==> config.mk <==
export PLATFORM = sky130hd
export DESIGN_NAME = credential_id_table
export DESIGN_NICKNAME = d
export VERILOG_FILES = /design/src/sv/cit_pkg.sv /design/src/sv/cit_cell.sv /design/src/sv/credential_id_table.sv
export VERILOG_INCLUDE_DIRS = /design/src /design/src/sv
export SDC_FILE = /design/constraint.sdc
export NUM_CORES = 2
export LEC_CHECK = 0
export BUFFER_PORTS_ARGS = -buffer_cell sky130_fd_sc_hd__clkbuf_2
export CAP_MARGIN = 0
export CORE_MARGIN = 8
export CORE_UTILIZATION = 55
export CTS_CLUSTER_DIAMETER = 40
export DETAILED_ROUTE_END_ITERATION = 10
export GPL_TIMING_DRIVEN = 0
export PLACE_DENSITY = 0.71
export RECOVER_POWER = 100
export SYNTH_ARGS = -nofsm -noshare
export SYNTH_HDL_FRONTEND = slang
export SYNTH_HIERARCHICAL = 1
export SYNTH_SLANG_ARGS = --single-unit
==> constraint.sdc <==
create_clock -name clock -period 18.6 [get_ports clock]
set_input_delay 3.72 -clock clock [delete_from_list [all_inputs] [get_ports clock]]
set_output_delay 3.72 -clock clock [all_outputs]
set_load 0.05 [all_outputs]
==> src/sv/credential_id_table_macros.svh <==
// Assertion macros for the credential identifier table.
`ifndef CREDENTIAL_ID_TABLE_MACROS_SVH
`define CREDENTIAL_ID_TABLE_MACROS_SVH

`ifndef SYNTHESIS

// The expression holds at every clock edge outside reset.
`define CIT_ASSERT_ALWAYS(name, clk, rst, expr) \
   name: assert property (@(posedge clk) disable iff (rst) (expr)) \
      else $error("credential_id_table: invariant violated");

// The consequent holds in the cycle after the antecedent.
`define CIT_ASSERT_NEXT(name, clk, rst, ante, cons) \
   name: assert property (@(posedge clk) disable iff (rst) (ante) |=> (cons)) \
      else $error("credential_id_table: sequence violated");

`else

`define CIT_ASSERT_ALWAYS(name, clk, rst, expr)
`define CIT_ASSERT_NEXT(name, clk, rst, ante, cons)

`endif

`endif

==> src/sv/cit_pkg.sv <==
// Shared types and constants of the credential identifier table.
`default_nettype none

package cit_pkg;

   // Fixed widths of the transfer fields.
   localparam int ID_LOW_WIDTH    = 64;
   localparam int ID_HIGH_WIDTH   = 16;
   localparam int ID_FULL_WIDTH   = ID_LOW_WIDTH + ID_HIGH_WIDTH;
   localparam int LENGTH_WIDTH    = 4;
   localparam int COUNT_OUT_WIDTH = 5;
   localparam int BYTE_WIDTH      = 8;

   // Operation codes carried by a request.
   typedef enum logic [1:0] {
      KIND_ADD    = 2'd0,
      KIND_FIND   = 2'd1,
      KIND_REMOVE = 2'd2
   } kind_type;

   // Per-cycle command broadcast to every cell of the chain.
   typedef struct packed {
      logic do_add;
      logic do_remove;
   } cell_ctrl_type;

endpackage

`default_nettype wire

==> src/sv/cit_cell.sv <==
// One table cell: holds an entry, compares it with the query and shifts on removal.
`default_nettype none

module cit_cell #(
   parameter int ID_BYTES = 10
) (
   input  wire logic                                clock,
   input  wire logic                                reset,
   input  wire cit_pkg::cell_ctrl_type              ctrl,
   input  wire logic [ID_BYTES*cit_pkg::BYTE_WIDTH-1:0] query_id,
   input  wire logic [cit_pkg::LENGTH_WIDTH-1:0]    query_length,
   input  wire logic                                below_valid,
   input  wire logic                                below_hit,
   input  wire logic                                above_valid,
   input  wire logic [ID_BYTES*cit_pkg::BYTE_WIDTH-1:0] above_id,
   input  wire logic [cit_pkg::LENGTH_WIDTH-1:0]    above_length,
   output logic                                     valid,
   output logic [ID_BYTES*cit_pkg::BYTE_WIDTH-1:0]  id,
   output logic [cit_pkg::LENGTH_WIDTH-1:0]         length,
   output logic                                     hit_out
);

   localparam int IdWidth = ID_BYTES * cit_pkg::BYTE_WIDTH;

   logic                             valid_ff, valid_in;
   logic [IdWidth-1:0]               id_ff, id_in;
   logic [cit_pkg::LENGTH_WIDTH-1:0] length_ff, length_in;
   logic                             prefix_match;
   logic                             hit;
   logic                             take_new;
   logic                             take_above;

   // Compare the leading query-length bytes; later bytes are ignored.
   always_comb begin
      prefix_match = 1'b1;
      for (int b = 0; b < ID_BYTES; b++) begin
         if ((b < int'(query_length)) &&
             (id_ff[b*cit_pkg::BYTE_WIDTH +: cit_pkg::BYTE_WIDTH] !=
              query_id[b*cit_pkg::BYTE_WIDTH +: cit_pkg::BYTE_WIDTH])) begin
            prefix_match = 1'b0;
         end
      end
   end

   assign hit     = valid_ff && prefix_match;
   assign hit_out = below_hit || hit;

   // The first free cell takes a new entry; cells at or above the first hit shift down.
   assign take_new   = ctrl.do_add && !valid_ff && below_valid;
   assign take_above = ctrl.do_remove && valid_ff && (below_hit || hit);

   always_comb begin
      valid_in  = valid_ff;
      id_in     = id_ff;
      length_in = length_ff;
      if (take_new) begin
         valid_in  = 1'b1;
         id_in     = query_id;
         length_in = query_length;
      end else if (take_above) begin
         valid_in  = above_valid;
         id_in     = above_id;
         length_in = above_length;
      end
   end

   always_ff @(posedge clock) begin
      if (reset) begin
         valid_ff <= 1'b0;
      end else begin
         valid_ff <= valid_in;
      end
   end

   // Entry contents are only ever read while the cell is valid.
   always_ff @(posedge clock) begin
      id_ff     <= id_in;
      length_ff <= length_in;
   end

   assign valid  = valid_ff;
   assign id     = id_ff;
   assign length = length_ff;

endmodule

`default_nettype wire

==> src/sv/credential_id_table.sv <==
// Top level of the credential identifier table: a chain of compare-and-shift cells.
//
//   Channel   Direction  Handshake                Contents
//   req_      in         req_valid / req_ready    kind, identifier bytes, length
//   rsp_      out        rsp_valid / rsp_ready    ok flag, entry count
//
// One request is taken per cycle while req_ready is high; every cell compares and shifts in the same cycle.
// The result appears in the output register in the cycle after the request transfer.
// A new request is taken while the output register is empty or being emptied.
// Reset clears all valid bits and the count at once; no clearing pass is needed.
// A stalled result holds the request side until it is taken.
`default_nettype none

`include "credential_id_table_macros.svh"

module credential_id_table #(
   parameter int MAX_ENTRIES = 16,
   parameter int ID_BYTES    = 10
) (
   input  wire logic                                  clock,
   input  wire logic                                  reset,
   input  wire logic                                  req_valid,
   output logic                                       req_ready,
   input  wire logic [1:0]                            req_kind,
   input  wire logic [cit_pkg::ID_LOW_WIDTH-1:0]      req_id_bytes_low,
   input  wire logic [cit_pkg::ID_HIGH_WIDTH-1:0]     req_id_bytes_high,
   input  wire logic [cit_pkg::LENGTH_WIDTH-1:0]      req_id_length,
   output logic                                       rsp_valid,
   input  wire logic                                  rsp_ready,
   output logic                                       rsp_ok,
   output logic [cit_pkg::COUNT_OUT_WIDTH-1:0]        rsp_entry_count
);

   localparam int IdWidth    = ID_BYTES * cit_pkg::BYTE_WIDTH;
   localparam int CountWidth = $clog2(MAX_ENTRIES + 1);

   logic                                  accept;
   logic [cit_pkg::ID_FULL_WIDTH-1:0]     query_full;
   logic [IdWidth-1:0]                    query_id;
   logic [cit_pkg::LENGTH_WIDTH-1:0]      query_length;
   cit_pkg::cell_ctrl_type                ctrl;

   logic [MAX_ENTRIES-1:0]                valid_vec;
   logic [MAX_ENTRIES-1:0]                hit_vec;
   logic [IdWidth-1:0]                    id_vec     [MAX_ENTRIES];
   logic [cit_pkg::LENGTH_WIDTH-1:0]      length_vec [MAX_ENTRIES];
   logic                                  any_hit;

   logic [CountWidth-1:0]                 count_ff, count_in;
   logic [CountWidth-1:0]                 count_next;
   logic                                  result_ok;
   logic [31:0]                           count_wide;

   logic                                  rsp_valid_ff, rsp_valid_in;
   logic                                  rsp_ok_ff;
   logic [cit_pkg::COUNT_OUT_WIDTH-1:0]   rsp_entry_count_ff;

   // Request transfer: the output register parts the two sides.
   assign req_ready = !rsp_valid_ff || rsp_ready;
   assign accept    = req_valid && req_ready;

   // Query bytes above the configured identifier size are dropped.
   assign query_full = {req_id_bytes_high, req_id_bytes_low};
   assign query_id   = query_full[IdWidth-1:0];

   // Lengths beyond the identifier size saturate.
   assign query_length = (req_id_length > cit_pkg::LENGTH_WIDTH'(ID_BYTES)) ?
                         cit_pkg::LENGTH_WIDTH'(ID_BYTES) : req_id_length;

   assign ctrl.do_add    = accept && (req_kind == cit_pkg::KIND_ADD);
   assign ctrl.do_remove = accept && (req_kind == cit_pkg::KIND_REMOVE);

   // Chain of cells; the hit flag ripples upwards, entries shift downwards.
   for (genvar i = 0; i < MAX_ENTRIES; i++) begin : g_cell
      logic                             below_valid;
      logic                             below_hit;
      logic                             above_valid;
      logic [IdWidth-1:0]               above_id;
      logic [cit_pkg::LENGTH_WIDTH-1:0] above_length;

      if (i == 0) begin : g_first
         assign below_valid = 1'b1;
         assign below_hit   = 1'b0;
      end else begin : g_inner_below
         assign below_valid = valid_vec[i-1];
         assign below_hit   = hit_vec[i-1];
      end

      if (i == MAX_ENTRIES - 1) begin : g_last
         assign above_valid  = 1'b0;
         assign above_id     = '0;
         assign above_length = '0;
      end else begin : g_inner_above
         assign above_valid  = valid_vec[i+1];
         assign above_id     = id_vec[i+1];
         assign above_length = length_vec[i+1];
      end

      cit_cell #(
         .ID_BYTES (ID_BYTES)
      ) u_cell (
         .clock        (clock),
         .reset        (reset),
         .ctrl         (ctrl),
         .query_id     (query_id),
         .query_length (query_length),
         .below_valid  (below_valid),
         .below_hit    (below_hit),
         .above_valid  (above_valid),
         .above_id     (above_id),
         .above_length (above_length),
         .valid        (valid_vec[i]),
         .id           (id_vec[i]),
         .length       (length_vec[i]),
         .hit_out      (hit_vec[i])
      );
   end

   assign any_hit = hit_vec[MAX_ENTRIES-1];

   // Outcome of the operation and the resulting entry count.
   always_comb begin
      result_ok  = 1'b0;
      count_next = count_ff;
      case (req_kind)
         cit_pkg::KIND_ADD: begin
            if (count_ff < CountWidth'(MAX_ENTRIES)) begin
               result_ok  = 1'b1;
               count_next = count_ff + CountWidth'(1);
            end
         end
         cit_pkg::KIND_FIND: begin
            result_ok = any_hit;
         end
         cit_pkg::KIND_REMOVE: begin
            if (any_hit) begin
               result_ok  = 1'b1;
               count_next = count_ff - CountWidth'(1);
            end
         end
         default: begin
            result_ok = 1'b0;
         end
      endcase
   end

   assign count_in   = accept ? count_next : count_ff;
   assign count_wide = 32'(count_next);

   always_ff @(posedge clock) begin
      if (reset) begin
         count_ff <= '0;
      end else begin
         count_ff <= count_in;
      end
   end

   // Output register: loaded on a request transfer, held while stalled.
   assign rsp_valid_in = accept || (rsp_valid_ff && !rsp_ready);

   always_ff @(posedge clock) begin
      if (reset) begin
         rsp_valid_ff <= 1'b0;
      end else begin
         rsp_valid_ff <= rsp_valid_in;
      end
   end

   always_ff @(posedge clock) begin
      if (accept) begin
         rsp_ok_ff          <= result_ok;
         rsp_entry_count_ff <= count_wide[cit_pkg::COUNT_OUT_WIDTH-1:0];
      end
   end

   assign rsp_valid       = rsp_valid_ff;
   assign rsp_ok          = rsp_ok_ff;
   assign rsp_entry_count = rsp_entry_count_ff;

   // The table never holds more entries than it has cells.
   `CIT_ASSERT_ALWAYS(a_count_bounded, clock, reset, count_ff <= CountWidth'(MAX_ENTRIES))

   // The valid cells always agree with the entry count.
   `CIT_ASSERT_ALWAYS(a_valid_matches_count, clock, reset, $countones(valid_vec) == int'(count_ff))

   // An add into a table with room always reports success.
   `CIT_ASSERT_NEXT(a_add_succeeds, clock, reset, ctrl.do_add && (count_ff < CountWidth'(MAX_ENTRIES)), rsp_valid && rsp_ok)

   // A removal from an empty table always fails and leaves it empty.
   `CIT_ASSERT_NEXT(a_remove_empty_fails, clock, reset, ctrl.do_remove && (count_ff == '0), !rsp_ok && (count_ff == '0))

endmodule

`default_nettype wire
==> flow_summary_export.csv <==
group,metric,value,unit
status,outcome,"complete, but fails checks",
status,violations,"max-capacitance violations, max-slew violations",
critical_path,reg2reg_from,"g_cell[0].u_cell/id[0]",
clock_network,cts_tree,"done",
critical_path,endpoint_kind,"register",
clock_network,post_cts_resize_count,0,
layout,area_growth,11.95,%
floorplan,io_pins,98,
power_and_ir_drop,leakagePower,30.81,nW
logic_synthesis,synth_area,71010,um2
logic_synthesis,synth_cells,7559,
power_and_ir_drop,seq_power_share,0.481,
power_and_ir_drop,p_sw,1.470,mW
detailed_routing,drt_iter0_drc,2898,
floorplan,rows,132,
detailed_routing,postRouteAntennaNets,0,
job,drv_cap,26,
detailed_routing,wl_per_cell,16.43,um
clock_network,clkLatencyLatePin,0.78,ns
critical_path,path_class,"primary input to register",
timing,max_freq,81.19,MHz
floorplan,start_util,0.5512,
logic_synthesis,syn_avg_cell_area,9.394,um2
timing,finalCritPeriodShare,0.6622,
global_routing,grt_pass1_wl,254500,um
critical_path,crit_family,"compound AO/OA/AOI/OAI gates",
hold_path,hp-start,"g_cell[7].u_cell/id[11]",
power_and_ir_drop,pwr_density_cell,83.74,nW/um2
critical_path,crit_chain,"clkbuf_1 -> xnor2_1 -> nand4_1 -> o22ai_1 -> a31oi_1 -> o31ai_1 -> a31o_2 -> a31o_2 -> a31o_2 -> a31o_2 -> a31o_2 -> a31o_2 -> a31o_2 -> a31o_2 -> a31o_2 -> a31o_2 -> a31o_2 -> a31o_2 -> a31o_2 -> a31o_2 -> a31o_2 -> a31o_1 -> a31o_1 -> clkbuf_1",
clock_network,numCtsBuffers,169,
timing,relSlewSlack,-0.7701,
placement,place_congestion,0.9469,
layout,n_fill_cell,10380,
critical_path,path_common_cell,"a31o_2",
critical_path,crit_start,"req_id_bytes_high[14]",
global_routing,grt_max_degree,66,
power_and_ir_drop,p_int,5.187,mW
hold_path,hp-class,"register to register",
detailed_routing,first_pass_iters,6,
power_and_ir_drop,swShare,0.2208,
detailed_routing,drc,0,
critical_path,cp_max_fo,43,
global_routing,grt_use_met2,0.3727,
detailed_routing,wirelength,160100,um
timing,finalMaxSlewViolations,1033,
global_routing,grt_remaining_overflow,0,
power_and_ir_drop,vdd_drop_max,0.00009369,V
floorplan,die_h,375.3,um
critical_path,cp_num_buf_inv,2,
global_routing,top_usage_layer,"met2",
floorplan,die_w,375.3,um
clock_network,htree_levels,4,
floorplan,die_area,140900,um2
critical_path,cp_slowest_cell,"clkbuf_1",
layout,antenna_cells,0,
clock_network,clock-sinks,1308,
logic_synthesis,yosysWarnings,6,
placement,io_buffer_count,97,
placement,placed_cell_area,74490,um2
timing,skew,0.02870,ns
clock_network,postCtsHoldBufs,0,
critical_path,required,18.77,ns
placement,dp_hpwl,123100,um
clock_network,cts_root_buffer,"clkbuf_16",
timing,fin_crit,12.32,ns
clock_network,cts_setup_buffers,0,
power_and_ir_drop,clkPwrFrac,0.465,
timing,whs,0.5568,ns
critical_path,startpoint_type,"primary input",
global_routing,grtUsageMet1,0.2766,
critical_path,critPathArrivalTime,12.48,ns
clock_network,clk_pin_slew,0.06,ns
global_routing,grt_use_met3,0.03014,
timing,tightest_slew,2.655,ns
timing,finalSetupViolations,0,
timing,fin_tns_setup,0,ns
clock_network,clk_path_buf_depth,3,
global_routing,track_usage,0.2237,
layout,final_nets,8025,
layout,drive_gt1_frac,0.05068,
floorplan,core_area,128800,um2
detailed_routing,vias,49640,
timing,rsz0062_at_grt,"false",
layout,post-route-cell-area,79500,um2
timing,hold_violations,0,
power_and_ir_drop,combPwrFrac,0.054,
critical_path,max_stage_delay,1.82,ns
global_routing,grt_pass1_vias,48790,
global_routing,antenna_found_initial,0,
detailed_routing,vias_per_cell,5.093,
layout make-up:
| type | instances | area [um2] | share of cell area |
|---|---|---|---|
| multi-input combinational | 6001 | 31020 | 0.3903 |
| timing repair buffer | 118 | 639.4 | 0.008043 |
| tap | 1675 | 2096 | 0.02636 |
| sequential | 1308 | 39060 | 0.4913 |
| clock inverter | 115 | 1012 | 0.01273 |
| clock buffer | 197 | 4419 | 0.05559 |
| buffer | 307 | 1155 | 0.01453 |
| inverter | 25 | 93.84 | 0.001180 |
layout by cell type (no fill, tap or decap), types with 18 or more instances in the layout:
cell type,n
nand3_1,34
and3_1,18
dfxtp_1,22
edfxtp_1,1286
nand2_1,3895
xor2_1,512
xnor2_1,769
o21ai_0,36
nand4_1,192
buf_1,50
nor4_1,144
clkbuf_2,87
clkbuf_16,173
clkbuf_1,306
nand2b_1,18
conb_1,84
clkinv_2,23
inv_1,24
clkinvlp_4,18
clkinv_1,30
nor2_1,50
a21oi_1,39
power by group through the flow:
stage | Clock [mW] | Sequential, mW | Combinational (mW)
after floorplan | 0 | 3.27 | 0.176
after global placement | 0 | 3.26 | 0.340
after detailed placement | 0 | 3.26 | 0.354
after CTS | 3.16 | 3.20 | 0.356
after global routing | 3.28 | 3.20 | 0.389
final | 3.09 | 3.20 | 0.360
state kept, by name (all words and copies together) (netlist names):
register             flops
g_cell.u_cell/id      1280
g_cell.u_cell/valid     16
count_ff                 5
rsp_entry_count          5
rsp_ok                   1
rsp_valid                1
metal layers:
layer / vias up / wire length (um)
li1: 25810 / -
met1: 21790 / 68240
met2: 1543 / 73860
met3: 495 / 7505
met4: 0 / 10530
met5: - / 0
worst reg2reg max path: stages, from the launching register on:
cell and delay [ns]:
edfxtp_1 0.38, xnor2_1 0.30, nand4_1 0.15, nor2_1 0.25
nand3_1 0.30, o41ai_2 0.42, a31o_2 0.24, a31o_2 0.15
a31o_2 0.14, a31o_2 0.14, a31o_2 0.14, a31o_2 0.15
a31o_2 0.15, a31o_2 0.14, a31o_2 0.14, a31o_2 0.14
a31o_2 0.15, a31o_2 0.16, a31o_2 0.15, a31o_2 0.14
a31o_2 0.15, a31o_1 0.35, a31o_1 1.28, clkbuf_1 1.72
stage by stage:
| step | std cells | worst slack [ns] | total power, mW | utilization |
|---|---|---|---|---|
| 6_report | 9746 | 6.284 | 6.657 | 0.6171 |
| 5_1_grt | 9746 | 5.916 | 6.867 | 0.6171 |
| 4_1_cts | 9746 | 8.818 | 6.718 | 0.6204 |
| 3_5_place_dp | 9434 | 7.994 | 3.617 | 0.5782 |
| 3_3_place_gp | 9413 | 3.944 | 3.604 | 0.5736 |
| 2_1_floorplan | 7641 | 7.071 | 3.443 | - |
path summary, 6_finish.rpt:
kind / endpoint / slack [ns] / cells past startpoint
setup / recovery: g_cell[15].u_cell/id[7] / 6.28 / 24
hold / removal: g_cell[6].u_cell/id[11] / 0.56 / 2
setup reg to reg: g_cell[15].u_cell/id[7] / 10.70 / 23
hold reg to reg: g_cell[6].u_cell/id[11] / 0.56 / 2
Note: power is estimated with default switching activity, not from simulation.
